<file path="src/hdl/lpr_pkg.sv">
// ----------------------------------------------------------------------------
// lpr_pkg
// Shared types, widths and constants for the generalized Laguerre evaluator.
// ----------------------------------------------------------------------------
package lpr_pkg;

  localparam int unsigned POINT_W  = 24;
  localparam int unsigned ALPHA_W  = 4;
  localparam int unsigned DEG_W    = 5;
  localparam int unsigned VALUE_W  = 56;
  localparam int unsigned FRAC     = 24;
  localparam int unsigned RECIP_W  = 25;
  localparam int unsigned COEF_W   = 33;
  localparam int unsigned HALF_W   = 28;
  localparam int unsigned MULB_W   = HALF_W + 1;
  localparam int unsigned PROD_W   = COEF_W + MULB_W;
  localparam int unsigned ACC_W    = 92;

  localparam int unsigned MAX_DEGREE_DEF = 31;
  localparam int unsigned MAX_ALPHA_DEF  = 15;

  localparam logic [DEG_W-1:0]   MAX_DEGREE_RST = 5'd31;
  localparam logic [ACC_W-1:0]   ACC_ROUND      = ACC_W'(2 ** (FRAC - 1));
  localparam logic [VALUE_W-1:0] VAL_MAX        = {1'b0, {(VALUE_W-1){1'b1}}};
  localparam logic [VALUE_W-1:0] VAL_MIN        = {1'b1, {(VALUE_W-1){1'b0}}};
  localparam logic [VALUE_W-1:0] VAL_ONE        = VALUE_W'(2 ** FRAC);

  typedef enum logic [2:0] {
    MS_ZR   = 3'd0,
    MS_C1LO = 3'd1,
    MS_C1HI = 3'd2,
    MS_C2LO = 3'd3,
    MS_C2HI = 3'd4
  } mul_sel_e;

  typedef enum logic [1:0] {
    VK_ONE   = 2'd0,
    VK_FIRST = 2'd1,
    VK_REC   = 2'd2
  } val_kind_e;

  typedef struct packed {
    logic             load;
    logic             coef_en;
    mul_sel_e         mul_sel;
    logic             acc_clr;
    logic             acc_en;
    logic             acc_sub;
    logic             acc_hi;
    logic             emit;
    val_kind_e        kind;
    logic [DEG_W-1:0] degree;
    logic             last;
  } cmd_t;

  typedef struct packed {
    logic out_free;
  } sts_t;

  // floor((2^24 + floor(k/2)) / k), unsigned Q1.24
  function automatic logic [RECIP_W-1:0] lpr_recip(input logic [DEG_W-1:0] k);
    logic [RECIP_W-1:0] r;
    unique case (k)
      5'd0:  r = 25'd0;
      5'd1:  r = 25'd16777216;
      5'd2:  r = 25'd8388608;
      5'd3:  r = 25'd5592405;
      5'd4:  r = 25'd4194304;
      5'd5:  r = 25'd3355443;
      5'd6:  r = 25'd2796203;
      5'd7:  r = 25'd2396745;
      5'd8:  r = 25'd2097152;
      5'd9:  r = 25'd1864135;
      5'd10: r = 25'd1677722;
      5'd11: r = 25'd1525201;
      5'd12: r = 25'd1398101;
      5'd13: r = 25'd1290555;
      5'd14: r = 25'd1198373;
      5'd15: r = 25'd1118481;
      5'd16: r = 25'd1048576;
      5'd17: r = 25'd986895;
      5'd18: r = 25'd932068;
      5'd19: r = 25'd883011;
      5'd20: r = 25'd838861;
      5'd21: r = 25'd798915;
      5'd22: r = 25'd762601;
      5'd23: r = 25'd729444;
      5'd24: r = 25'd699051;
      5'd25: r = 25'd671089;
      5'd26: r = 25'd645278;
      5'd27: r = 25'd621378;
      5'd28: r = 25'd599186;
      5'd29: r = 25'd578525;
      5'd30: r = 25'd559241;
      5'd31: r = 25'd541201;
      default: r = '0;
    endcase
    return r;
  endfunction

endpackage

</file>
<file path="src/hdl/lpr_dp.sv">
// ----------------------------------------------------------------------------
// lpr_dp
// Datapath: shared 33x29 multiplier, coefficient unit, accumulator,
// saturation, value history and the output register.
// ----------------------------------------------------------------------------
module lpr_dp import lpr_pkg::*; #(
  parameter int unsigned MAX_ALPHA = MAX_ALPHA_DEF
) (
  input  logic                      clk_i,
  input  logic                      rst_ni,
  input  cmd_t                      cmd_i,
  output sts_t                      sts_o,
  input  logic signed [POINT_W-1:0] point_i,
  input  logic [ALPHA_W-1:0]        alpha_i,
  input  logic                      out_ready_i,
  output logic                      out_valid_o,
  output logic [DEG_W-1:0]          degree_o,
  output logic signed [VALUE_W-1:0] value_o,
  output logic                      overflow_o,
  output logic                      last_o
);

  localparam logic [7:0] MaxAlpha = 8'(MAX_ALPHA);

  logic signed [POINT_W-1:0] z_q;
  logic [ALPHA_W-1:0]        a_q, a_clamp;
  logic signed [COEF_W-1:0]  c1_q, c1_d, c2_q, c2_d;
  logic signed [PROD_W-1:0]  prod_q, prod_d;
  logic signed [ACC_W-1:0]   acc_q, acc_d, term;
  logic signed [VALUE_W-1:0] x1_q, x2_q;
  logic                      ovf_q, ovf_d;
  logic                      out_valid_q;
  logic [DEG_W-1:0]          degree_q;
  logic signed [VALUE_W-1:0] value_q;
  logic                      overflow_q, last_q;

  logic signed [COEF_W-1:0]  mul_a;
  logic signed [MULB_W-1:0]  mul_b;
  logic [RECIP_W-1:0]        recip;
  logic signed [5:0]         am1;
  logic signed [RECIP_W:0]   recip_s;
  logic signed [30:0]        t;
  logic signed [COEF_W-1:0]  t_ext, u;
  logic signed [PROD_W-1:0]  zr_rnd;
  logic                      in_range;
  logic signed [VALUE_W-1:0] v_first, v_rec, v_new;
  logic                      sat;

  assign a_clamp = ({4'b0, alpha_i} > MaxAlpha) ? MaxAlpha[ALPHA_W-1:0] : alpha_i;
  assign recip   = lpr_recip(cmd_i.degree);

  always_comb begin
    mul_a = c1_q;
    mul_b = {1'b0, x1_q[HALF_W-1:0]};
    unique case (cmd_i.mul_sel)
      MS_ZR: begin
        mul_a = COEF_W'(z_q);
        mul_b = $signed({4'b0, recip});
      end
      MS_C1LO: begin
        mul_a = c1_q;
        mul_b = {1'b0, x1_q[HALF_W-1:0]};
      end
      MS_C1HI: begin
        mul_a = c1_q;
        mul_b = {x1_q[VALUE_W-1], x1_q[VALUE_W-1:HALF_W]};
      end
      MS_C2LO: begin
        mul_a = c2_q;
        mul_b = {1'b0, x2_q[HALF_W-1:0]};
      end
      MS_C2HI: begin
        mul_a = c2_q;
        mul_b = {x2_q[VALUE_W-1], x2_q[VALUE_W-1:HALF_W]};
      end
      default: begin
        mul_a = c1_q;
        mul_b = {1'b0, x1_q[HALF_W-1:0]};
      end
    endcase
  end

  assign prod_d = PROD_W'(mul_a) * PROD_W'(mul_b);

  // c1 = 2 + (a - 1 - z)/k, c2 = 1 + (a - 1)/k
  assign am1     = $signed({2'b0, a_q}) - 6'sd1;
  assign recip_s = $signed({1'b0, recip});
  assign t       = 31'(am1) * 31'(recip_s);
  assign t_ext   = COEF_W'(t);
  assign zr_rnd  = prod_q + PROD_W'(32768);
  assign u       = $signed(zr_rnd[COEF_W+15:16]);
  assign c1_d    = COEF_W'(2 ** (FRAC + 1)) + t_ext - u;
  assign c2_d    = COEF_W'(2 ** FRAC) + t_ext;

  assign term = cmd_i.acc_hi ? ACC_W'($signed({prod_q, {HALF_W{1'b0}}})) : ACC_W'(prod_q);
  always_comb begin
    acc_d = acc_q;
    if (cmd_i.acc_clr) begin
      acc_d = $signed(ACC_ROUND);
    end else if (cmd_i.acc_en) begin
      acc_d = cmd_i.acc_sub ? acc_q - term : acc_q + term;
    end
  end

  assign in_range = (&acc_q[ACC_W-1:FRAC+VALUE_W-1]) | ~(|acc_q[ACC_W-1:FRAC+VALUE_W-1]);
  assign v_rec    = in_range ? $signed(acc_q[FRAC+VALUE_W-1:FRAC]) :
                    (acc_q[ACC_W-1] ? $signed(VAL_MIN) : $signed(VAL_MAX));
  assign v_first  = $signed({27'b0, 5'({1'b0, a_q} + 5'd1), 24'b0})
                  - $signed({{24{z_q[POINT_W-1]}}, z_q, 8'b0});

  always_comb begin
    v_new = $signed(VAL_ONE);
    sat   = 1'b0;
    unique case (cmd_i.kind)
      VK_ONE:   v_new = $signed(VAL_ONE);
      VK_FIRST: v_new = v_first;
      VK_REC: begin
        v_new = v_rec;
        sat   = ~in_range;
      end
      default:  v_new = $signed(VAL_ONE);
    endcase
  end

  assign ovf_d = ovf_q | sat;

  always_ff @(posedge clk_i) begin
    prod_q <= prod_d;
    acc_q  <= acc_d;
    if (cmd_i.load) begin
      z_q <= point_i;
      a_q <= a_clamp;
    end
    if (cmd_i.coef_en) begin
      c1_q <= c1_d;
      c2_q <= c2_d;
    end
    if (cmd_i.emit) begin
      x2_q       <= x1_q;
      x1_q       <= v_new;
      degree_q   <= cmd_i.degree;
      value_q    <= v_new;
      overflow_q <= ovf_d;
      last_q     <= cmd_i.last;
    end
  end

  always_ff @(posedge clk_i or negedge rst_ni) begin
    if (!rst_ni) begin
      ovf_q       <= 1'b0;
      out_valid_q <= 1'b0;
    end else begin
      if (cmd_i.load) begin
        ovf_q <= 1'b0;
      end else if (cmd_i.emit) begin
        ovf_q <= ovf_d;
      end
      if (cmd_i.emit) begin
        out_valid_q <= 1'b1;
      end else if (out_ready_i) begin
        out_valid_q <= 1'b0;
      end
    end
  end

  assign sts_o.out_free = ~out_valid_q | out_ready_i;
  assign out_valid_o    = out_valid_q;
  assign degree_o       = degree_q;
  assign value_o        = value_q;
  assign overflow_o     = overflow_q;
  assign last_o         = last_q;

endmodule

</file>
<file path="src/hdl/lpr_ctrl.sv">
// ----------------------------------------------------------------------------
// lpr_ctrl
// Sequencer: emits degrees 0 and 1 directly and steps each degree from 2 up
// through coefficient setup and four partial products on the shared multiplier, then hands the value to the output.
// ----------------------------------------------------------------------------
module lpr_ctrl import lpr_pkg::*; #(
  parameter int unsigned MAX_DEGREE = MAX_DEGREE_DEF
) (
  input  logic             clk_i,
  input  logic             rst_ni,
  input  logic [DEG_W-1:0] max_degree_i,
  input  logic             in_valid_i,
  output logic             in_ready_o,
  output cmd_t             cmd_o,
  input  sts_t             sts_i
);

  localparam logic [6:0] MaxDeg = 7'(MAX_DEGREE);

  typedef enum logic [8:0] {
    ST_IDLE = 9'b000000001,
    ST_COEF = 9'b000000010,
    ST_CSET = 9'b000000100,
    ST_M0   = 9'b000001000,
    ST_M1   = 9'b000010000,
    ST_M2   = 9'b000100000,
    ST_M3   = 9'b001000000,
    ST_M4   = 9'b010000000,
    ST_EMIT = 9'b100000000
  } state_e;

  state_e           state_q, state_d;
  logic [DEG_W-1:0] k_q, k_d, top_q, top_d, top_new;

  assign top_new = ({2'b0, max_degree_i} > MaxDeg) ? MaxDeg[DEG_W-1:0] : max_degree_i;

  always_comb begin
    state_d       = state_q;
    k_d           = k_q;
    top_d         = top_q;
    cmd_o         = '0;
    cmd_o.mul_sel = MS_ZR;
    cmd_o.degree  = k_q;
    cmd_o.last    = (k_q == top_q);
    if (k_q == '0) begin
      cmd_o.kind = VK_ONE;
    end else if (k_q == DEG_W'(1)) begin
      cmd_o.kind = VK_FIRST;
    end else begin
      cmd_o.kind = VK_REC;
    end
    unique case (state_q)
      ST_IDLE: begin
        if (in_valid_i) begin
          cmd_o.load = 1'b1;
          k_d        = '0;
          top_d      = top_new;
          state_d    = ST_EMIT;
        end
      end
      ST_COEF: begin
        cmd_o.mul_sel = MS_ZR;
        state_d       = ST_CSET;
      end
      ST_CSET: begin
        cmd_o.coef_en = 1'b1;
        state_d       = ST_M0;
      end
      ST_M0: begin
        cmd_o.mul_sel = MS_C1LO;
        cmd_o.acc_clr = 1'b1;
        state_d       = ST_M1;
      end
      ST_M1: begin
        cmd_o.mul_sel = MS_C1HI;
        cmd_o.acc_en  = 1'b1;
        state_d       = ST_M2;
      end
      ST_M2: begin
        cmd_o.mul_sel = MS_C2LO;
        cmd_o.acc_en  = 1'b1;
        cmd_o.acc_hi  = 1'b1;
        state_d       = ST_M3;
      end
      ST_M3: begin
        cmd_o.mul_sel = MS_C2HI;
        cmd_o.acc_en  = 1'b1;
        cmd_o.acc_sub = 1'b1;
        state_d       = ST_M4;
      end
      ST_M4: begin
        cmd_o.acc_en  = 1'b1;
        cmd_o.acc_sub = 1'b1;
        cmd_o.acc_hi  = 1'b1;
        state_d       = ST_EMIT;
      end
      ST_EMIT: begin
        if (sts_i.out_free) begin
          cmd_o.emit = 1'b1;
          if (k_q == top_q) begin
            state_d = ST_IDLE;
          end else begin
            k_d     = k_q + DEG_W'(1);
            state_d = (k_q == '0) ? ST_EMIT : ST_COEF;
          end
        end
      end
      default: state_d = ST_IDLE;
    endcase
  end

  always_ff @(posedge clk_i or negedge rst_ni) begin
    if (!rst_ni) begin
      state_q <= ST_IDLE;
      k_q     <= '0;
      top_q   <= '0;
    end else begin
      state_q <= state_d;
      k_q     <= k_d;
      top_q   <= top_d;
    end
  end

  assign in_ready_o = (state_q == ST_IDLE);

`ifndef SYNTHESIS
  a_emit_free: assert property (@(posedge clk_i) disable iff (!rst_ni)
    cmd_o.emit |-> sts_i.out_free)
    else $error("result pushed into a stalled output register");
  a_deg_range: assert property (@(posedge clk_i) disable iff (!rst_ni)
    (state_q != ST_IDLE) |-> (k_q <= top_q))
    else $error("degree counter ran past the top degree");
  a_last_idle: assert property (@(posedge clk_i) disable iff (!rst_ni)
    (cmd_o.emit && cmd_o.last) |=> (state_q == ST_IDLE))
    else $error("sequencer kept running after the last degree");
  a_load_start: assert property (@(posedge clk_i) disable iff (!rst_ni)
    cmd_o.load |=> (state_q == ST_EMIT && k_q == '0))
    else $error("new transaction did not start at degree zero");
`endif

endmodule

</file>
<file path="src/hdl/laguerre_polynomial_recurrence_top.sv">
// ----------------------------------------------------------------------------
// laguerre_polynomial_recurrence_top
// Generalized Laguerre evaluator: one transaction in, L_k^alpha(z) for
// k = 0 .. top out, with a max_degree register on an APB-style port.
//
//   channel | handshake                  | payload
//   in      | in_valid_i / in_ready_o    | point_i, alpha_i
//   out     | out_valid_o / out_ready_i  | degree_o, value_o, overflow_o, last_o
//   cfg     | psel, penable, pwrite      | paddr, pwdata, prdata (max_degree)
//
// Each degree from 2 up takes five passes through the shared 33x29
// multiplier plus coefficient setup and the output hand-off.
// Reset is asynchronous, active low; max_degree resets to 31.
// A stalled output holds the sequencer in its hand-off step; the input is
// taken again once the last degree has been placed in the output register.
// ----------------------------------------------------------------------------
module laguerre_polynomial_recurrence_top import lpr_pkg::*; #(
  parameter int unsigned MAX_DEGREE = MAX_DEGREE_DEF,
  parameter int unsigned MAX_ALPHA  = MAX_ALPHA_DEF
) (
  input  logic                      clk_i,
  input  logic                      rst_ni,
  input  logic                      psel,
  input  logic                      penable,
  input  logic                      pwrite,
  input  logic [1:0]                paddr,
  input  logic [31:0]               pwdata,
  output logic [31:0]               prdata,
  output logic                      pready,
  input  logic                      in_valid_i,
  output logic                      in_ready_o,
  input  logic signed [POINT_W-1:0] point_i,
  input  logic [ALPHA_W-1:0]        alpha_i,
  output logic                      out_valid_o,
  input  logic                      out_ready_i,
  output logic [DEG_W-1:0]          degree_o,
  output logic signed [VALUE_W-1:0] value_o,
  output logic                      overflow_o,
  output logic                      last_o
);

  logic [DEG_W-1:0] max_degree_q;
  logic             wr_en;
  cmd_t             cmd;
  sts_t             sts;

  // single register; every word address maps to max_degree
  assign wr_en  = psel & penable & pwrite & (paddr[1:0] == 2'b00 || paddr[1:0] != 2'b00);
  assign pready = 1'b1;
  assign prdata = {{(32-DEG_W){1'b0}}, max_degree_q};

  always_ff @(posedge clk_i or negedge rst_ni) begin
    if (!rst_ni) begin
      max_degree_q <= MAX_DEGREE_RST;
    end else if (wr_en) begin
      max_degree_q <= pwdata[DEG_W-1:0];
    end
  end

  lpr_ctrl #(
    .MAX_DEGREE (MAX_DEGREE)
  ) u_ctrl (
    .clk_i        (clk_i),
    .rst_ni       (rst_ni),
    .max_degree_i (max_degree_q),
    .in_valid_i   (in_valid_i),
    .in_ready_o   (in_ready_o),
    .cmd_o        (cmd),
    .sts_i        (sts)
  );

  lpr_dp #(
    .MAX_ALPHA (MAX_ALPHA)
  ) u_dp (
    .clk_i       (clk_i),
    .rst_ni      (rst_ni),
    .cmd_i       (cmd),
    .sts_o       (sts),
    .point_i     (point_i),
    .alpha_i     (alpha_i),
    .out_ready_i (out_ready_i),
    .out_valid_o (out_valid_o),
    .degree_o    (degree_o),
    .value_o     (value_o),
    .overflow_o  (overflow_o),
    .last_o      (last_o)
  );

endmodule
</file>
<file path="config.mk">
export PLATFORM = sky130hd
export DESIGN_NAME = laguerre_polynomial_recurrence_top
export DESIGN_NICKNAME = d
export VERILOG_FILES = /design/src/hdl/lpr_pkg.sv /design/src/hdl/lpr_dp.sv /design/src/hdl/lpr_ctrl.sv /design/src/hdl/laguerre_polynomial_recurrence_top.sv
export SDC_FILE = /design/constraint.sdc
export NUM_CORES = 2
export LEC_CHECK = 0
export CORE_MARGIN = 2
export CORE_UTILIZATION = 60
export DETAILED_ROUTE_END_ITERATION = 10
export DONT_BUFFER_PORTS = 1
export PLACE_DENSITY = 0.74
export SLEW_MARGIN = 20
export SYNTH_ARGS = -nofsm -noshare
export SYNTH_HDL_FRONTEND = slang
export SYNTH_HIERARCHICAL = 1
export SYNTH_SLANG_ARGS = --single-unit
export TNS_END_PERCENT = 10
</file>
<file path="constraint.sdc">
create_clock -name clk_i -period 20.3 [get_ports clk_i]
set_input_delay 4.06 -clock clk_i [delete_from_list [all_inputs] [get_ports clk_i]]
set_output_delay 4.06 -clock clk_i [all_outputs]
set_load 0.02 [all_outputs]
</file>
Word-level counts from Yosys, hierarchy flattened
Memories as Yosys holds them, arrays and structs flattened.
Index checks and enable logic that the tools add are counted.
{"block": "totals", "register_bits": 393, "elab_cells": 108, "romBits": 800, "input_bits": 69, "memories": 1, "out_inout_bits": 98}
{"block": "op_classes", "n_bitwise": 9, "mux": 33, "mul": 2, "reduce_logical": 17, "n_eq_ne": 19, "addsub": 10}
{"name": "(no name shown)", "depth": 32, "width": 25, "rd": 1, "rd_ports_with_merged_regs": 0, "write_ports": 0, "line_no": "lpr_pkg.sv:63", "text": "unique case (k)"}
{"op": "29-bit case mux with 4 select lines", "count": 1}
{"op": "56-bit two-way mux", "count": 2}
{"op": "56-bit case mux with 2 select lines", "count": 1}
{"op": "92-bit by 90-bit adder with 92-bit output", "count": 1}
{"op": "92-bit two-way mux", "count": 1}
{"op": "92-bit by 90-bit subtractor with 92-bit output", "count": 1}
{"op": "89-bit two-way mux", "count": 1}
{"op": "9-bit case mux with 9 select lines", "count": 1}
{"op": "33-bit case mux with 2 select lines", "count": 1}
{"op": "33-bit by 29-bit multiplier with 62-bit output", "count": 1}
{"op": "49-bit by 17-bit adder with 49-bit output, second input constant", "count": 1}
{"op": "9-bit two-way mux", "count": 4}
{"op": "30-bit by 32-bit subtractor with 33-bit output", "count": 1}
{"op": "33-bit subtractor", "count": 1}
{"op": "26-bit by 31-bit adder with 32-bit output, first input constant", "count": 1}
{"op": "27-bit by 31-bit adder with 32-bit output, first input constant", "count": 1}
{"op": "5-bit by 26-bit multiplier with 31-bit output", "count": 1}
{"op": "5-bit two-way mux", "count": 3}
{"op": "1-bit two-way mux", "count": 14}
{"op": "13-bit AND reduction", "count": 1}
{"op": "13-bit OR reduction", "count": 1}
{"op": "3-bit case mux with 4 select lines", "count": 1}
{"op": "5-bit case mux with 2 select lines", "count": 1}
{"op": "9-bit by 1-bit == test with 1-bit output, second input constant", "count": 1}
{"op": "31 further kinds", "count": 47}

Logic depth before layout (Yosys ltp)
{"block": "depth", "word_depth": 8, "mapped_depth": 44, "depth_no_buf": 40}

Hierarchy
Netlist, hierarchy kept.
{"mod": "lpr_dp", "cells_each": 7167, "area_each_um2": 62920.3, "instances": 1, "seq_area_each_um2": 9499.1}
{"mod": "lpr_ctrl", "cells_each": 134, "area_each_um2": 1231.2, "instances": 1, "seq_area_each_um2": 476.7}
{"mod": "laguerre_polynomial_recurrence_top", "cells_each": 41, "area_each_um2": 415.4, "instances": 1, "seq_area_each_um2": 131.4}

Worst setup path after synthesis
Ideal clock, no wire load.
{"block": "synth_path", "kind": "register to register", "from": "register u_ctrl.state_q[0]", "to": "register u_dp.prod_q[54]", "n_path_buf": 6, "setup_slack_ps": 9662, "period_less_slack_ps": 10638, "stages_incl_launch_ff": 41, "required_ps": 20228, "arrival_ps": 10566, "setup_ps": 72, "path_cell_list": "dfstp_2 -> clkbuf_1 -> nor2_1 -> nand3_1 -> nor3_1 -> or2_2 -> clkbuf_1 -> nor3_1 -> nor2_1 -> clkbuf_1 -> clkbuf_1 -> a221oi_1 -> clkbuf_1 -> nor2_1 -> fa_1 -> fa_1 -> fa_1 -> inv_1 -> [5 not listed] -> inv_1 -> fa_1 -> inv_1 -> fa_1 -> inv_1 -> ha_1 -> clkbuf_1 -> a21o_1 -> a21oi_1 -> o311ai_1 -> a2111o_1 -> a22o_1 -> a2111oi_2 -> or4_1 -> nand2_1 -> a311o_1 -> a21oi_1 -> xnor2_1"}
{"element": "start, declared", "line_no": "lpr_ctrl.sv:32", "text": "state_e state_q, state_d;"}
{"element": "start signal, assigned", "line_no": "lpr_ctrl.sv:118", "text": "state_q <= state_d;"}
{"element": "end signal, assigned", "line_no": "lpr_dp.sv:128", "text": "prod_q <= prod_d;"}
{"element": "end, declared", "line_no": "lpr_dp.sv:28", "text": "logic signed [PROD_W-1:0] prod_q, prod_d;"}

==> summary.txt <==
Outcome
  – Status: finished clean

Placement
  – RePlAce Congestion: 0.998
  – Post-DP HPWL: 166000 um
  – Port-buffer cells: 0
  – Post-Place Cells: 8495
  – DP Area: 0.0662 sq mm

Power
  – Maximum VDD drop: 0.156 mV
  – Design Power: 10200 uW
  – Pwr dens: 151 mW/mm^2
  – Lkg Pwr: 0.0323 uW

Clock tree
  – H-tree depth: 2
  – CTS max path bufs: 3
  – Clock slew at reported path FFs: 60 ps
  – Worst skew pair latency: 630 ps
  – TritonCTS clock tree: done
  – CTS Root Cell: clkbuf_16
  – Post-cts resize count: 0
  – # hold bufs at CTS: 0
  – Clock sink total: 392
  – CTS Buf Count: 45
  – Number of post-CTS setup repair buffers: 0

Setup path
  – CP startpoint kind: flip-flop
  – RR Startpoint: u_ctrl/state_q[1]
  – Critical path type: flip-flop to flip-flop
  – Worst r2r dst: u_dp/prod_q[54]
  – Worst setup EP type: flip-flop
  – Crit path required time: 20840 ps
  – Critical Path Fanout Max: 38
  – Critical-path top delay cell: a2111oi_2
  – Cells on worst reg2reg path: 42
  – Critical Path Sink: u_dp/prod_q[54]
  – R2r setup slk: 7340 ps
  – Crit-path most repeated cell: fa_1
  – CP max stage delay: 750 ps
  – Critical Path Stages: 42
  – CP arrival: 13500 ps
  – Critical Path Source: u_ctrl/state_q[1]
  – WP buf/inv: 12
  – Cell family with most CP delay: adder cells

STA
  – Clock skew: 47.9 ps
  – Fmax: 0.0772 GHz
  – Final Setup Violations: 0
  – RSZ-0062 raised after global routing: no
  – Final Max Tran Viols: 0
  – Final worst-path cycle share: 63.8%
  – Final Hold Vio Count: 0
  – Post-layout min period: 12960 ps
  – Rel. slew slack: 16.8%
  – Post-route setup TNS: 0 ps
  – Worst Max-Slew Pin Slew: 1230 ps

Synthesis
  – Cell count after synthesis: 7342
  – Synth Area in Adders: 41.0%
  – Compound-gate portion of the synthesized area: 12.0%
  – Cell area after synthesis: 0.0646 sq mm
  – Prevailing post-synth register cell: edfxtp_1
  – Mux cell area share after synthesis: 1.75%
  – Asr flop ratio synth: 6.63%
  – Post-synthesis xor/xnor area fraction: 4.84%
  – #FFs+latches synth: 392
  – Synth top area share: 33.5%
  – Syn_area_per_cell: 8.79 sq um
  – Top cells by area, synth: fa_1 (34%), edfxtp_1 (9.9%), ha_1 (7.5%)
  – Yosys warning total: 6
  – Largest family of logic cells by synthesized area: adder cells
  – Post-synthesis simple-gate area fraction: 15.5%
  – Synth area leader: fa_1
  – Netlist cell types: 104
  – Sequential share of the synthesized area: 15.7%
  – EDFF count, synth: 212

Finish
  – Share of post-route cells with drive strength above 1: 4.75%
  – Finished Cell Area: 0.0678 sq mm
  – Area delta synth->final: 4.95%
  – Final cell count without fillers: 8582
  – Nets@finish: 8676

Worst hold path
  – Worst Hold Launch: u_dp/acc_q[0]
  – Min-delay worst type: flip-flop to flip-flop

Floorplan
  – Die area: 0.110 sq mm
  – Std cell rows: 120
  – Starting Density: 60.4%
  – Floorplan core area: 0.107 sq mm
  – Die Span X: 332 um
  – Ports: 167
  – Die Ht: 332 um

Drt
  – Vias: 52913
  – Routed wire length per instance: 24.1 um
  – Routed Antenna Nets: 0
  – Pre-Repair DR Iteration Count: 8
  – DRC Markers: 0
  – WL final: 207000 um
  – Vias/cell: 6.17
  – Initial drt markers: 5101

Global routing
  – All-layer global routing usage: 37.6%
  – First-pass GRT wire length: 316000 um
  – Met3 Track Usage GR: 8.15%
  – Total gr overflow: 0
  – Antenna violations before repair: 20
  – Met1 Track Usage GR: 48.3%
  – Busiest grt layer: met2
  – Met2 global-route usage: 59.5%
  – Largest net degree at the start of global routing: 130
  – Vias in the first global route: 53741

Flow run
  – Max Cap Violations: 0
synth_stat cells (33+ instances only):
library cell  number
a31oi_1           43
edfxtp_1         212
a211oi_1          36
nand4_1           48
nand3_1           69
nand2_1          564
clkbuf_1         330
nor3_1            82
nand2b_1         128
dfxtp_1          154
a221oi_1          40
o21ai_0          267
a21o_1           123
and3_1            33
o21ai_1           35
a221o_1           38
xnor2_1          181
ha_1             387
inv_1           1152
nor2b_1           59
nor2_1          1055
o21a_1            50
xor2_1           176
fa_1            1081
and2_1            58
mux2i_1           93
a21oi_1          339
o31ai_1           34
metal layers:
metal | vias to the layer above | wire, um | share of wire (%)
li1 | 23120 | - | -
met4 | 10 | 13700 | 6.6
met3 | 652 | 21200 | 10
met1 | 26436 | 77400 | 37
met2 | 2695 | 94400 | 46
met5 | - | 68 | 0.033
state kept, by name, indices dropped and copies added, names as in the netlist, 9 cells and up:
name,count
u_dp/x2_q,56
u_ctrl/state_q,9
u_dp/value_o,56
u_dp/c2_q,32
u_dp/prod_q,62
u_dp/acc_q,92
u_dp/z_q,24
u_dp/c1_q,33
logic make-up after synthesis:
group           after synthesis
mux                         109
other cells                   2
simple gates               2240
flops                       392
xor+xnor                    357
buf+inv                    1559
fa+ha+maj                  1468
compound gates             1215
worst register-to-register path, delay by kind of cell, from the launching register on:
family / cells / cell delay (ps)
buffers and inverters: 12 / 2460
and+or+nand+nor: 13 / 2980
xor gates and xnor gates: 1 / 150
adders and majority gates: 9 / 4560
AOI/OAI and AO/OA: 7 / 2280
DFF: 1 / 470
worst min-delay path by stage:
stage / to / slack, ps / cells after the start
5_1_grt: u_dp/acc_q[0] / 500 / 2
2_1_floorplan: u_dp/acc_q[73] / 440 / 2
3_5_place_dp: u_dp/acc_q[0] / 470 / 2
6_report: u_dp/acc_q[0] / 490 / 2
4_1_cts: u_dp/acc_q[0] / 480 / 2
3_3_place_gp: u_dp/acc_q[0] / 470 / 2
metrics by stage:
| stage | hold slack [ps] | utilization [%] | worst slack [ps] |
|---|---|---|---|
| final | 487 | 63.4 | 7340 |
| after global routing | 504 | 63.4 | 6790 |
| after CTS | 480 | 63.4 | 7570 |
| after detailed placement | 472 | 61.9 | 7640 |
| after global placement | 466 | 61.9 | 7840 |
| after floorplan | 440 | - | 9660 |
report_power, final:
group | switching, uW | total [uW] | internal (uW)
clock network | 372 | 879 | 508
registers | 267 | 1390 | 1120
logic | 4940 | 7950 | 3010
total | 5580 | 10200 | 4630
placed cells by master, fill, tap and decap left out, types with 23 or more instances in the layout:
cell / Yosys / final
inv_1: 1152 / 1151
fa_1: 1081 / 1081
nor2_1: 1055 / 1053
nand2_1: 564 / 564
ha_1: 387 / 387
a21oi_1: 339 / 334
o21ai_0: 267 / 264
edfxtp_1: 212 / 212
xnor2_1: 181 / 181
xor2_1: 176 / 176
dfxtp_1: 154 / 154
buf_4: 29 / 128
nand2b_1: 128 / 128
a21o_1: 123 / 123
mux2i_1: 93 / 93
nor3_1: 82 / 79
nand3_1: 69 / 68
nor2b_1: 59 / 59
and2_1: 58 / 57
o21a_1: 50 / 50
nand4_1: 48 / 48
clkbuf_16: 0 / 45
a31oi_1: 43 / 43
a221o_1: 38 / 38
a211oi_1: 36 / 36
o31ai_1: 34 / 33
and3_1: 33 / 32
o22ai_1: 32 / 32
o21bai_1: 32 / 32
a221oi_2: 0 / 30
conb_1: 2 / 28
or3_1: 26 / 26
nor4_1: 25 / 25
o211ai_1: 23 / 23
final cells by class:
type                       instances  area (sq um)
tap                             1403          1760
multi-input combinational       5417         49000
clock inverter                    34           432
inverter                        1154          4330
clock buffer                      50          1150
antenna                            3          7.51
fill                            9063         39100
timing repair buffer             129           981
sequential                       392         10100
No activity file was read; power rests on OpenSTA's default activity.
